[config.mk]
export PLATFORM = sky130hd
export DESIGN_NAME = hmu_mul
export DESIGN_NICKNAME = d
export VERILOG_FILES = /design/src/rtl/core/hmu_pkg.sv /design/src/rtl/core/hmu_mul.sv
export SDC_FILE = /design/constraint.sdc
export NUM_CORES = 1
export LEC_CHECK = 0
export ABC_AREA = 1
export BUFFER_PORTS_ARGS = -buffer_cell sky130_fd_sc_hd__buf_2
export CAP_MARGIN = 10
export CELL_PAD_IN_SITES_DETAIL_PLACEMENT = 0
export CELL_PAD_IN_SITES_GLOBAL_PLACEMENT = 2
export CORE_MARGIN = 3
export CORE_UTILIZATION = 35
export CTS_BUF_LIST = sky130_fd_sc_hd__clkbuf_8
export DETAILED_ROUTE_END_ITERATION = 6
export GPL_TIMING_DRIVEN = 0
export PLACE_DENSITY = 0.95
export SLEW_MARGIN = 30
export SYNTH_ARGS = -nofsm -noshare
export SYNTH_HDL_FRONTEND = slang
export SYNTH_SLANG_ARGS = --single-unit
[constraint.sdc]
create_clock -name clk -period 3.75 [get_ports clk]
set_clock_uncertainty 0.05 [all_clocks]
set_input_delay 0 -clock clk [delete_from_list [all_inputs] [get_ports clk]]
set_output_delay 0 -clock clk [all_outputs]
set_load 0.01 [all_outputs]
[src/rtl/core/hmu_pkg.sv]
`default_nettype none
package hmu_pkg;

  // grid geometry
  localparam int ROWS  = 128;
  localparam int COLS  = 128;
  localparam int CELLS = ROWS * COLS;
  localparam int AW    = $clog2(CELLS);      // cell address
  localparam int CW    = $clog2(CELLS + 1);  // running counts

  // serial multiplier: MA_W x MB_W, one multiplier bit per cycle
  localparam int MA_W     = 3 * CW + 4;
  localparam int MB_W     = 24;
  localparam int PW       = MA_W + MB_W;
  localparam int MB_CNT_W = $clog2(MB_W);

  // serial divider: PW-bit dividend, DV_W-bit divisor, one quotient bit per cycle
  localparam int DV_W      = 3 * CW + 1;
  localparam int DIV_CNT_W = $clog2(PW);

  // signed width of d + 2*inner
  localparam int TDW = 2 * CW + 4;

  // 2*N^3, the energy scale
  localparam longint unsigned DEN3 =
    64'd2 * longint'(CELLS) * longint'(CELLS) * longint'(CELLS);

  // exponent path
  localparam int XW = 20;  // x at or above 2^XW always gives a zero threshold
  localparam int YW = 21;
  localparam logic [16:0] LOG2E_Q16 = 17'd94548;
  localparam logic [4:0]  YI_LIMIT  = 5'd17;
  localparam logic [16:0] POW2_TAB [17] = '{
    17'd65536, 17'd62757, 17'd60097, 17'd57549, 17'd55109, 17'd52773,
    17'd50535, 17'd48393, 17'd46341, 17'd44376, 17'd42495, 17'd40693,
    17'd38968, 17'd37316, 17'd35734, 17'd34219, 17'd32768
  };

  localparam int          OV_FRAC = 14;
  localparam logic [14:0] OV_ONE  = 15'd16384;

  localparam logic [15:0] INV_TEMP_RESET = 16'd5120;

  typedef enum logic [1:0] {
    KIND_LOAD_PAT = 2'd0,
    KIND_LOAD_NEU = 2'd1,
    KIND_FLIP     = 2'd2,
    KIND_OVERLAP  = 2'd3
  } hmu_kind_t;

  typedef enum logic [4:0] {
    S_CLEAR,
    S_IDLE,
    S_OP,
    S_FQN,
    S_FPM,
    S_FT,
    S_FDT_GO,
    S_FDT,
    S_FAK,
    S_FDIV,
    S_FTHR1,
    S_FTHR2,
    S_FAPPLY,
    S_OSTART,
    S_OQN,
    S_OPM,
    S_OPD,
    S_ODIV_GO,
    S_ODIV,
    S_OUT
  } hmu_state_t;

  function automatic logic [16:0] pow2_at(input logic [4:0] k);
    return POW2_TAB[k];
  endfunction

endpackage
`default_nettype wire

[src/rtl/core/hmu_mul.sv]
`default_nettype none
module hmu_mul (
  input  logic                     clk,
  input  logic                     rst_n,
  input  logic                     start,
  input  logic [hmu_pkg::MA_W-1:0] a,
  input  logic [hmu_pkg::MB_W-1:0] b,
  output logic                     done,
  output logic [hmu_pkg::PW-1:0]   prod
);
  import hmu_pkg::*;

  logic                busy_r, busy_nxt;
  logic                done_r, done_nxt;
  logic [MA_W-1:0]     a_r, a_nxt;
  logic [MB_W-1:0]     b_r, b_nxt;
  logic [PW-1:0]       acc_r, acc_nxt;
  logic [MB_CNT_W-1:0] cnt_r, cnt_nxt;

  // MSB-first shift-add, one multiplier bit per cycle
  always_comb begin
    busy_nxt = busy_r;
    done_nxt = 1'b0;
    a_nxt    = a_r;
    b_nxt    = b_r;
    acc_nxt  = acc_r;
    cnt_nxt  = cnt_r;
    if (start) begin
      busy_nxt = 1'b1;
      a_nxt    = a;
      b_nxt    = b;
      acc_nxt  = '0;
      cnt_nxt  = '0;
    end else if (busy_r) begin
      acc_nxt = (acc_r << 1) + (b_r[MB_W-1] ? PW'(a_r) : '0);
      b_nxt   = b_r << 1;
      cnt_nxt = cnt_r + 1'b1;
      if (cnt_r == MB_CNT_W'(MB_W - 1)) begin
        busy_nxt = 1'b0;
        done_nxt = 1'b1;
      end
    end
  end

  always_ff @(posedge clk) begin
    if (!rst_n) begin
      busy_r <= 1'b0;
      done_r <= 1'b0;
    end else begin
      busy_r <= busy_nxt;
      done_r <= done_nxt;
    end
    a_r   <= a_nxt;
    b_r   <= b_nxt;
    acc_r <= acc_nxt;
    cnt_r <= cnt_nxt;
  end

  assign done = done_r;
  assign prod = acc_r;

endmodule
`default_nettype wire

* Word-level counts from Yosys, hierarchy flattened
Cells that the tools add are included.
Storage, ports and cells: register bits after elaboration 153, logic and storage cells 20, output and inout port bits 74, input bits 76
Operators by class: bitwise logic cells 2, reductions and logical operators 2, add/sub/neg operators 2, equality and inequality tests 1, muxes and demuxes 7
Operators by type and width (number):
- $add 73x49->73 | 1
- $mux 49 | 1
- $mux 24 | 2
- $add 5x1->5 const B | 1
- $eq 5x5->1 const B | 1
- $mux 1 | 4
- $reduce_or 3->1 | 1
- $not 1->1 | 2
- $reduce_bool 2->1 | 1

* Longest topological paths before layout
word-level depth 4, gate-level depth with buffers 19, gate-level depth less buffers 18

* Worst setup path before layout
No wires, ideal clock.
path kind flip-flop to flip-flop, from register b_r[23], to register acc_r[33], in the netlist prod[33], stages on the path, launching flop included 17, required time 3587 ps, setup slack 1311 ps, arrival time 2276 ps, path buffers 1, period minus slack after synthesis 2439 ps, library setup time 113 ps, cells stage by stage edfxtp_1 clkbuf_1 nand2_1 inv_1 ha_1 fa_1 nand3_1 nand3_1 nand2_1 nand2_1 nand2_1 nand2_2 nand2_1 nand3_1 or2_2 nand3_1 nand2_1
On the way: longest elaborated chain between the ends 2
Ends and longest elaborated chain:
- from (decl) | RTL line hmu_mul.sv:16 | logic [MB_W-1:0] b_r, b_nxt;
- from (signal assigned) | RTL line hmu_mul.sv:54 | b_r <= b_nxt;
- $mux 49 | RTL line hmu_mul.sv:35 | acc_nxt = (acc_r << 1) + (b_r[MB_W-1] ? PW'(a_r) : '0);
- $add 73x49->73 | RTL line hmu_mul.sv:35
- to (signal assigned) | RTL line hmu_mul.sv:55 | acc_r <= acc_nxt;
- to (decl) | RTL line hmu_mul.sv:17 | logic [PW-1:0] acc_r, acc_nxt;
Every way passes these cells. A chain may end at the register's enable or synchronous reset.

* Worst setup path in the final report
from register b_r[23], to register acc_r[64], in the netlist prod[64]
Same word-level chain as after synthesis.

==> flow_summary.yaml <==
power_and_ir_drop:
  vdd_drop_max_mv: 0.209
  p_clk_share_pct: 33.3
  intPower_mw: 2.68
  pwr-share-comb_pct: 18.7
  p_seq_share_pct: 48.0
  power_switching_mw: 1.34
  totalPowerFinal_mw: 4.02
  swShare_pct: 33.3
  p_leak_nw: 7.11
  powerDensity_nw_per_um2: 303
critical_path:
  ff2ff_path_depth: 14
  startpoint_type: "flip-flop"
  path_delay_family: "simple AND/OR/NAND/NOR gates"
  worst_path_most_repeated_cell: "nand2_1"
  crit_cells: 14
  cp_cell_sequence: "clkbuf_1, nand2_1, inv_1, ha_1, nand2_2, inv_1, a21oi_1, nand2_1, nand2_1, nand2_1, a21oi_1, nand3_1, nand3_1, nand2_1"
  r2r_slack_ns: 0.37
  cp.arrival_ns: 3.74
  critical_path.max_stage_delay_ns: 0.86
  crit_type: "flip-flop to flip-flop"
  cp_num_buf_inv: 3
  critical-path-slowest-cell: "edfxtp_1"
  critical_path.endpoint_type: "flip-flop"
  crit_fanout: 13
  r2r-end: "prod[64]"
  critPathLaunch: "b_r[23]"
  reg2reg_from: "b_r[23]"
  cp.required_ns: 4.10
  crit_path_end: "prod[64]"
detailed_routing:
  drtIter0Drc: 605
  wirelength_um: 35900
  vias_per_cell: 4.62
  ant_nets: 0
  routedWlPerCell_um: 15.2
  drc: 0
  via_count: 10900
  drt_pass1_iterations: 5
layout:
  area_growth_pct: 22.2
  drive_above_1_share_pct: 14.4
  finalNetCount: 2077
  diodes: 0
  fillers: 3294
  final_cell_area_um2: 13300
global_routing:
  antenna_found_initial: 0
  grt_pass1_vias: 10600
  grt_max_degree: 52
  grt_pass1_wl_um: 56500
  gr-total-overflow: 0
  track_usage_pct: 21.8
placement:
  placed_area_um2: 12100
  gp_congestion: 0.928
  place_hpwl_um: 29100
  port_buffers: 149
  dp_worst_setup_slack_ns: 0.127
cts:
  clk_path_buf_depth: 2
  h-tree-depth: 4
  numCtsBuffers: 17
  path_clk_slew_ns: 0.11
  cts_resized: 0
  insertion_delay_ns: 0.51
  cts.sinks: 153
  cts_tree: "yes"
  cts-root-buf: "clkbuf_8"
  cts_setup_buffers: 0
worst_hold_path:
  worstHoldPathType: "primary input to flip-flop"
sta:
  setup_tns_ns: 0
  hold_violations: 0
  worstMarginPinSlew_ns: 0.979
  setup_ws_ns: 0.365
  report.final.setup_viol: 0
  drv_slew: 0
  fin_crit_sh_pct: 90.3
  rsz0062_at_grt: "false"
  fmax_mhz: 295
  slew_headroom_pct: 34.7
  fin_crit_ns: 3.38
floorplan:
  core.rowCount: 63
  dieHeight_um: 182
  boundaryPins: 150
  initial_core_util_pct: 36.1
  chipWidth_um: 182
  core_area_um2: 30100
  die_area_um2: 33200
logic_synthesis:
  syn_avg_cell_area_um2: 6.36
  synth_seq_area_share_pct: 34.9
  synth.cell_area_um2: 10900
  synth-seq-cells: 153
  syn-num-nets: 1836
  ys.warnings.count: 0
  synth_area_leaders: "nand2_1 24%, edfxtp_1 20%, dfxtp_1 15%"
  yosysTopAreaCell: "nand2_1"
  synth_cells: 1710
  synth_top_area_share_pct: 24.1
  ys_types: 38
outcome:
  status: "completed"
job:
  drv_cap: 0
## repair_timing
item | 4_1_cts | 5_1_grt
endpoints found under the hold margin | 75 | 0
endpoints found under the setup margin | 0 | 9
hold buffers | 74 | 0
## metrics by stage
| step | util, % | hold WS [ns] | cells |
|---|---|---|---|
| global placement | 40.2 | 0.126 | 2249 |
| detailed placement | 40.2 | 0.128 | 2249 |
| floorplan | - | 0.0489 | 1710 |
| finish | 44.1 | 0.0484 | 2354 |
| global route | 44.1 | 0.0459 | 2354 |
| CTS | 44.1 | 0.0269 | 2355 |
## sequential cells by signal, summed over array words and instances (netlist names)
register and count:
a_r 49, busy_r 1, cnt_r 5, b_r 24
prod 73, done 1
## cell type report
type / instances / area (um2) / share of cell area (%)
clock buffer: 17 / 234 / 1.76
multi-input combinational: 1212 / 5770 / 43.4
inverter: 320 / 1200 / 9.04
clock inverter: 15 / 201 / 1.52
buffer: 24 / 108 / 0.810
tap: 390 / 488 / 3.67
timing repair buffer: 223 / 1490 / 11.2
sequential: 153 / 3790 / 28.6
## cells in the final DEF (no fill, tap or decap), types with 23 or more instances in the layout
cell	synthesis	layout
edfxtp_1	73	73
a21oi_1	46	46
nand3_1	84	84
o21ai_0	49	49
nor2_1	125	125
buf_2	3	151
dlygate4sd3_1	0	74
dfxtp_1	80	80
nand2_1	698	698
xnor2_1	23	23
nor2_2	29	29
inv_1	299	298
ha_1	49	49
## Yosys cell counts
| master | n |
|---|---|
| fa_1 | 1 |
| inv_1 | 299 |
| nor3_1 | 21 |
| nor2_1 | 125 |
| edfxtp_1 | 73 |
| inv_2 | 19 |
| xor2_1 | 1 |
| clkinv_1 | 2 |
| buf_2 | 3 |
| or2_2 | 1 |
| nand2_1 | 698 |
| ha_1 | 49 |
| o211ai_1 | 1 |
| clkbuf_8 | 1 |
| clkbuf_1 | 17 |
| buf_1 | 3 |
| buf_4 | 1 |
| o21ai_1 | 12 |
| a32o_1 | 1 |
| nor2_2 | 29 |
| o21bai_1 | 3 |
| xnor2_1 | 23 |
| nand3_2 | 14 |
| a22o_1 | 2 |
| nand3b_1 | 5 |
| nand4_1 | 5 |
| dfxtp_1 | 80 |
| nand3b_2 | 2 |
| a21boi_0 | 4 |
| nand2_2 | 21 |
| nor4_1 | 4 |
| a31oi_1 | 1 |
| nor3_2 | 5 |
| nand3_1 | 84 |
| o21ai_0 | 49 |
| a21oi_1 | 46 |
| o21a_1 | 1 |
| nor2_4 | 4 |
## power groups by stage
stage / sequential, mW / clock, mW / combinational (mW)
2_1_floorplan: 1.97 / 0 / 0.442
3_3_place_gp: 1.96 / 0 / 0.694
3_5_place_dp: 1.97 / 0 / 0.702
4_1_cts: 1.93 / 1.39 / 0.765
5_1_grt: 1.94 / 1.46 / 0.855
6_report: 1.93 / 1.34 / 0.753
## logic make-up (layout without fill, tap and decap cells)
logic type | after synthesis | in the layout | synth area share [%]
compound gates | 120 | 120 | 5.86
flops | 153 | 153 | 34.9
fa+ha+maj | 50 | 50 | 5.82
xor+xnor | 24 | 24 | 1.93
buf+inv | 345 | 599 | 12.1
simple gates | 1018 | 1018 | 39.4
## how the worst min path moves through the flow
stage / start / to / cells after the start
3_3_place_gp: a[43] / a_r[43] / 1
3_5_place_dp: a[24] / a_r[24] / 1
6_report: start / a_r[42] / 1
4_1_cts: start / a_r[42] / 1
5_1_grt: start / a_r[42] / 1
2_1_floorplan: a[0] / a_r[0] / 0
## routing by layer
metal  wire length [um]  vias up  GRT usage (%)  share of wire [%]
li1                   -     5723              -                  -
met1              17400     4888           29.6                 48
met2              16100      239           35.7                 45
met3               1700       33           4.19                4.8
met4                672        0           5.70                1.9
met5                  0        -              0                  0
(Power assumes the default switching activity.)
