$ cat config.mk
export PLATFORM = sky130hd
export DESIGN_NAME = hmu_div
export DESIGN_NICKNAME = d
export VERILOG_FILES = /design/src/rtl/core/hmu_pkg.sv /design/src/rtl/core/hmu_div.sv
export SDC_FILE = /design/constraint.sdc
export NUM_CORES = 1
export LEC_CHECK = 0
export BUFFER_PORTS_ARGS = -buffer_cell sky130_fd_sc_hd__buf_2
export CORE_ASPECT_RATIO = 1.2
export CORE_MARGIN = 2
export CORE_UTILIZATION = 40
export CTS_CLUSTER_SIZE = 8
export DETAILED_ROUTE_END_ITERATION = 7
export PLACE_DENSITY = 0.64
export SYNTH_ARGS = -nofsm -noshare
export SYNTH_HDL_FRONTEND = slang
export SYNTH_SLANG_ARGS = --single-unit
$ cat constraint.sdc
create_clock -name clk -period 8.4 [get_ports clk]
set_input_delay 0 -clock clk [delete_from_list [all_inputs] [get_ports clk]]
set_output_delay 0 -clock clk [all_outputs]
set_load 0.02 [all_outputs]
$ cat src/rtl/core/hmu_pkg.sv
`default_nettype none
package hmu_pkg;

  // grid geometry
  localparam int ROWS  = 128;
  localparam int COLS  = 128;
  localparam int CELLS = ROWS * COLS;
  localparam int AW    = $clog2(CELLS);      // cell address
  localparam int CW    = $clog2(CELLS + 1);  // running counts

  // serial multiplier: MA_W x MB_W, one multiplier bit per cycle
  localparam int MA_W     = 3 * CW + 4;
  localparam int MB_W     = 24;
  localparam int PW       = MA_W + MB_W;
  localparam int MB_CNT_W = $clog2(MB_W);

  // serial divider: PW-bit dividend, DV_W-bit divisor, one quotient bit per cycle
  localparam int DV_W      = 3 * CW + 1;
  localparam int DIV_CNT_W = $clog2(PW);

  // signed width of d + 2*inner
  localparam int TDW = 2 * CW + 4;

  // 2*N^3, the energy scale
  localparam longint unsigned DEN3 =
    64'd2 * longint'(CELLS) * longint'(CELLS) * longint'(CELLS);

  // exponent path
  localparam int XW = 20;  // x at or above 2^XW always gives a zero threshold
  localparam int YW = 21;
  localparam logic [16:0] LOG2E_Q16 = 17'd94548;
  localparam logic [4:0]  YI_LIMIT  = 5'd17;
  localparam logic [16:0] POW2_TAB [17] = '{
    17'd65536, 17'd62757, 17'd60097, 17'd57549, 17'd55109, 17'd52773,
    17'd50535, 17'd48393, 17'd46341, 17'd44376, 17'd42495, 17'd40693,
    17'd38968, 17'd37316, 17'd35734, 17'd34219, 17'd32768
  };

  localparam int          OV_FRAC = 14;
  localparam logic [14:0] OV_ONE  = 15'd16384;

  localparam logic [15:0] INV_TEMP_RESET = 16'd5120;

  typedef enum logic [1:0] {
    KIND_LOAD_PAT = 2'd0,
    KIND_LOAD_NEU = 2'd1,
    KIND_FLIP     = 2'd2,
    KIND_OVERLAP  = 2'd3
  } hmu_kind_t;

  typedef enum logic [4:0] {
    S_CLEAR,
    S_IDLE,
    S_OP,
    S_FQN,
    S_FPM,
    S_FT,
    S_FDT_GO,
    S_FDT,
    S_FAK,
    S_FDIV,
    S_FTHR1,
    S_FTHR2,
    S_FAPPLY,
    S_OSTART,
    S_OQN,
    S_OPM,
    S_OPD,
    S_ODIV_GO,
    S_ODIV,
    S_OUT
  } hmu_state_t;

  function automatic logic [16:0] pow2_at(input logic [4:0] k);
    return POW2_TAB[k];
  endfunction

endpackage
`default_nettype wire

$ cat src/rtl/core/hmu_div.sv
`default_nettype none
module hmu_div (
  input  logic                     clk,
  input  logic                     rst_n,
  input  logic                     start,
  input  logic [hmu_pkg::PW-1:0]   dividend,
  input  logic [hmu_pkg::DV_W-1:0] divisor,
  output logic                     done,
  output logic [hmu_pkg::PW-1:0]   quotient
);
  import hmu_pkg::*;

  logic                 busy_r, busy_nxt;
  logic                 done_r, done_nxt;
  logic [PW-1:0]        dd_r, dd_nxt;   // dividend shifts out, quotient shifts in
  logic [DV_W-1:0]      dv_r, dv_nxt;
  logic [DV_W-1:0]      rem_r, rem_nxt;
  logic [DIV_CNT_W-1:0] cnt_r, cnt_nxt;
  logic [DV_W:0]        trial;
  logic                 ge;

  // restoring division, one quotient bit per cycle
  always_comb begin
    trial    = {rem_r, dd_r[PW-1]};
    ge       = trial >= {1'b0, dv_r};
    busy_nxt = busy_r;
    done_nxt = 1'b0;
    dd_nxt   = dd_r;
    dv_nxt   = dv_r;
    rem_nxt  = rem_r;
    cnt_nxt  = cnt_r;
    if (start) begin
      busy_nxt = 1'b1;
      dd_nxt   = dividend;
      dv_nxt   = divisor;
      rem_nxt  = '0;
      cnt_nxt  = '0;
    end else if (busy_r) begin
      rem_nxt = ge ? DV_W'(trial - {1'b0, dv_r}) : DV_W'(trial);
      dd_nxt  = {dd_r[PW-2:0], ge};
      cnt_nxt = cnt_r + 1'b1;
      if (cnt_r == DIV_CNT_W'(PW - 1)) begin
        busy_nxt = 1'b0;
        done_nxt = 1'b1;
      end
    end
  end

  always_ff @(posedge clk) begin
    if (!rst_n) begin
      busy_r <= 1'b0;
      done_r <= 1'b0;
    end else begin
      busy_r <= busy_nxt;
      done_r <= done_nxt;
    end
    dd_r  <= dd_nxt;
    dv_r  <= dv_nxt;
    rem_r <= rem_nxt;
    cnt_r <= cnt_nxt;
  end

  assign done     = done_r;
  assign quotient = dd_r;

endmodule
`default_nettype wire

# Yosys cells after proc, flatten, opt, wreduce, memory -nomap -nowiden
# Index checks and enable logic that the tools add are counted.
[op_classes] n_addsub=2 mul=0 div=0 magnitude_cmp=1 n_eq_ne=1 n_shift=0 mux=7 n_bitwise=2 n_reduce_logical=2
[ops] op="$mux W73" n=2
[ops] op="$ge A47 B46 Y1" n=1
[ops] op="$mux W46" n=1
[ops] op="$sub A46 B46 Y46" n=1
[ops] op="$add A7 B1 Y7 const B" n=1
[ops] op="$eq A7 B7 Y1 const B" n=1
[ops] op="$mux W1" n=4
[ops] op="$reduce_or A3 Y1" n=1
[ops] op="$not A1 Y1" n=2
[ops] op="$reduce_bool A2 Y1" n=1
[word_totals] register_bits=174 latch_bits=0 ramBits=0 romBits=0 input_bits=122 out_inout_bits=74 mem_count=0

# Depth between registers and ports, before layout
[depth] depth_word=4 mapped_depth=15 ltp_nobuf=15

# Worst setup path after synthesis
# OpenSTA, ideal clock, no wires.
[synth_path] path_kind="register -> register" from="register dd_r[72], in the netlist quotient[72]" to="register rem_r[44]" setup_time_ns=0.060 arrival_time_ns=3.105 required_ns=8.340 path_slack_ns=5.235 path_stages_with_launch=16 cell_sequence="edfxtp_1 inv_1 ha_1 inv_1 fa_1 a21oi_1 o211ai_1 a31oi_2 nand4_1 a41oi_2 o31ai_2 a21oi_2 o21ai_2 mux2_1 nor4b_2 a221o_1"
[synth_via] elab_chain_cells=2 elab_cells_between_ends=3 classes_between="add/sub: 1; order compare: 1; mux: 1"
[synth_lines] item="from (decl)" line_no="hmu_div.sv:15" rtl="logic [PW-1:0] dd_r, dd_nxt;"
[synth_lines] item="from (signal assigned)" line_no="hmu_div.sv:57" rtl="dd_r <= dd_nxt;"
[synth_lines] item="$sub A46 B46 Y46 / $ge A47 B46 Y1 (equally long branches)" line_no="hmu_div.sv:39, hmu_div.sv:25"
[synth_lines] item="$mux W46 (*)" line_no="hmu_div.sv:39" rtl="rem_nxt = ge ? DV_W'(trial - {1'b0, dv_r}) : DV_W'(trial);"
[synth_lines] item="to (signal assigned)" line_no="hmu_div.sv:59" rtl="rem_r <= rem_nxt;"
[synth_lines] item="to (decl)" line_no="hmu_div.sv:17" rtl="logic [DV_W-1:0] rem_r, rem_nxt;"
# Mark *: on every way between the ends. The rest lies on a longest branch, timed or not.
# A chain may end at the register's enable or synchronous reset.

# Final worst setup path
[layout_path] from="register dv_r[4]" to="register rem_r[0]"
[layout_via] elab_chain_cells=2
[layout_lines] item="from (decl)" line_no="hmu_div.sv:16" rtl="logic [DV_W-1:0] dv_r, dv_nxt;"
[layout_lines] item="from (signal assigned)" line_no="hmu_div.sv:58" rtl="dv_r <= dv_nxt;"
[layout_lines] item="$ge A47 B46 Y1" line_no="hmu_div.sv:25" rtl="ge = trial >= {1'b0, dv_r};"
[layout_lines] item="$mux W46" line_no="hmu_div.sv:39"
# Every way passes these cells.

==> metrics.yaml <==
critPathMaxStageDelay_ns: 0.71
syn_nets: 1034
critPathLaunch: "dv_r[4]"
setup_viol: 0
async_flop_share_pct: 0
start_util_pct: 40.5
fin_hold_ws_ns: 0.122
drv_cap: 0
rows: 62
finalCriticalPeriod_ns: 4.01
tns_ns: 0
vias_per_cell: 5.03
pre_cts_ws_ns: 4.37
ir_drop_mv: 0.148
synth_cells: 863
worstMarginPinSlew_ns: 0.959
status: "complete, no violations"
final_core_util_pct: 53.3
r2r-start: "dv_r[4]"
remaining_drc_errors: 0
fmax_ghz: 0.249
p_int_mw: 1.73
wire_per_inst_um: 16.5
cp_top_family: "compound AO/OA/AOI/OAI gates"
htree_levels: 4
synth_seq_cells: 174
end_kind: "flip-flop"
arrival_ns: 4.35
dr.pass1.iters: 5
maxSlewViolCount: 0
worst-r2r-setup-slack_ns: 4.39
p_leak_nw: 5.29
crit_fanout: 30
grt_max_degree: 95
comb_power_share_pct: 23.6
grt_overflow: 0
skew_ns: 0.0117
clk_path_buf_depth: 2
insertion_delay_ns: 0.44
clkPwrFrac_pct: 33.4
num_vias: 7538
grt_pass1_vias: 7893
grt_usage_pct: 19.5
worst-setup-path-type: "reg2reg"
pin_count: 196
antenna_found_initial: 1
syn_area_per_cell_um2: 11.1
slew_headroom_pct: 36.1
finalHoldViolations: 0
slowest_stage: "o21ai_4"
period_share_pct: 47.8
p_sw_mw: 0.707
dp_hpwl_mm: 17.0
gp_congestion: 0.864
cp-endpoint: "rem_r[0]"
hp-class: "in2reg"
cts_buffers: 17
powerDensity_nw_per_um2: 192
finish.net_count: 1337
clk_pin_slew_worst_paths_ns: 0.07
power_frac_seq_pct: 43.0
ys_seq_area_share_pct: 48.6
cts_resized: 0
cts_tree: "yes"
synth_warnings: 0
grt_pass1_wl_mm: 39.7
drtIter0Drc: 378
total_power_mw: 2.43
die_h_um: 174
drive_gt1_share_pct: 27.7
crit_chain: "inv_1 > ha_1 > nand2_1 > a211oi_2 > o311a_1 > o211a_1 > nand2b_4 > a21oi_4 > o21ai_2 > a31oi_4 > o21ai_4 > buf_4 > mux2_1 > a211oi_1"
drtAntennaViolNets: 0
cts_num_sinks: 174
area_delta_synth_final_pct: 31.7
path_depth: 14
finalWorstSetupSlack_ns: 4.39
rsz0062_at_grt: "no"
clock-root-buffer: "clkbuf_16"
synth_top_flop_cell: "edfxtp_1"
r2r_cells: 14
die_w_um: 145
portBuffers: 195
wl_mm: 24.7
synth_edf_count: 119
die_area_um2: 25300
syn_area_um2: 9610
worst_setup_path_start_kind: "flip-flop"
ys_types: 68
core_area_um2: 23700
cp.buffers_inverters: 2
hold_depth: 2
r2r-end: "rem_r[0]"
switching_share_pct: 29.1
crit_required_ns: 8.74
==> metrics by stage <==
step	instance area, um2	cells
2_1_floorplan	9610	863
3_3_place_gp	10900	1347
3_5_place_dp	10900	1347
4_1_cts	12700	1498
5_1_grt	12700	1499
6_report	12700	1499
==> sequential cells by signal (all words and copies together) (netlist names) <==
signal / cells
busy_r: 1
done: 1
quotient: 73
cnt_r: 7
dv_r: 46
rem_r: 46
==> cells in the mapped netlist (all sizes together) (5+ instances only) <==
master / number / area [um2]
nand2: 36 / 135
xor2: 20 / 175
nand3: 10 / 50.1
nand2b: 10 / 70.1
or3: 5 / 31.3
o21a: 5 / 37.5
dfxtp: 55 / 1100
o21ai: 30 / 169
buf: 12 / 80.1
o31ai: 7 / 57.6
nor2: 72 / 270
and2: 7 / 46.3
inv: 61 / 229
a21o: 19 / 143
ha: 48 / 601
a31o: 5 / 43.8
a211oi: 37 / 283
mux2i: 38 / 380
a21oi: 59 / 310
xnor2: 23 / 201
nor3: 7 / 35.0
edfxtp: 119 / 3570
clkbuf: 23 / 86.3
nor2b: 14 / 87.6
nand4: 14 / 87.6
mux2: 75 / 845
==> cell type report <==
cell class | count | area [um2]
fill | 2111 | 11100
sequential | 174 | 4680
multi-input combinational | 593 | 4540
timing repair buffer | 319 | 2210
clock buffer | 20 | 468
tap | 320 | 400
inverter | 61 | 229
clock inverter | 11 | 130
antenna | 1 | 2.50
==> timing repair <==
item / in CTS / in global routing
hold endpoints to repair: 121 / 0
buffers inserted: 0 / 0
hold buffers: 120 / 0
==> worst min-delay path by stage <==
stage	startpoint	slack [ns]	to
finish	start	0.12	cnt_r[2]
CTS	start	0.10	cnt_r[2]
floorplan	divisor[0]	0.1	dv_r[0]
detailed placement	divisor[13]	0.18	dv_r[13]
global route	start	0.15	cnt_r[1]
global placement	divisor[31]	0.18	dv_r[31]
==> layout by cell type (no fill, tap or decap), drive strengths merged, types with 37 or more instances in the layout <==
| cell | instances |
|---|---|
| buf | 199 |
| a21oi | 59 |
| nor2 | 72 |
| mux2i | 38 |
| mux2 | 75 |
| dlygate4sd3 | 120 |
| edfxtp | 119 |
| ha | 48 |
| inv | 64 |
| a211oi | 37 |
| dfxtp | 55 |
==> power by group through the flow <==
stage               combinational (mW)  sequential (mW)  clock (mW)
finish                           0.574             1.05       0.812
global route                     0.631             1.06       0.858
CTS                              0.574             1.05       0.836
detailed placement               0.528             1.06           0
global placement                 0.523             1.06           0
floorplan                        0.337             1.10           0
==> logic make-up (layout without fill, tap and decap cells) <==
logic type | after synthesis | after routing | synth area share (%)
compound gates | 191 | 191 | 13.8
xor+xnor | 43 | 43 | 3.92
fa+ha+maj | 49 | 49 | 6.46
buf+inv | 96 | 411 | 4.11
flops | 174 | 174 | 48.6
mux | 113 | 113 | 12.7
other cells | 0 | 1 | 0
simple gates | 197 | 197 | 10.4
==> worst reg2reg max path, cell delays in order (launching register included) <==
cell	delay, ns
edfxtp_1	0.33
inv_1	0.04
ha_1	0.33
nand2_1	0.13
a211oi_2	0.20
o311a_1	0.22
o211a_1	0.17
nand2b_4	0.16
a21oi_4	0.07
o21ai_2	0.25
a31oi_4	0.15
o21ai_4	0.71
buf_4	0.55
mux2_1	0.38
a211oi_1	0.24
==> layer usage <==
metal	wire length, um	GRT usage, %	vias up
li1	-	-	3798
met4	471	6.41	0
met2	11700	33.2	220
met5	0	0	-
met1	10800	23.6	3491
met3	1690	6.11	29
Note: power is estimated with default switching activity, not from simulation.
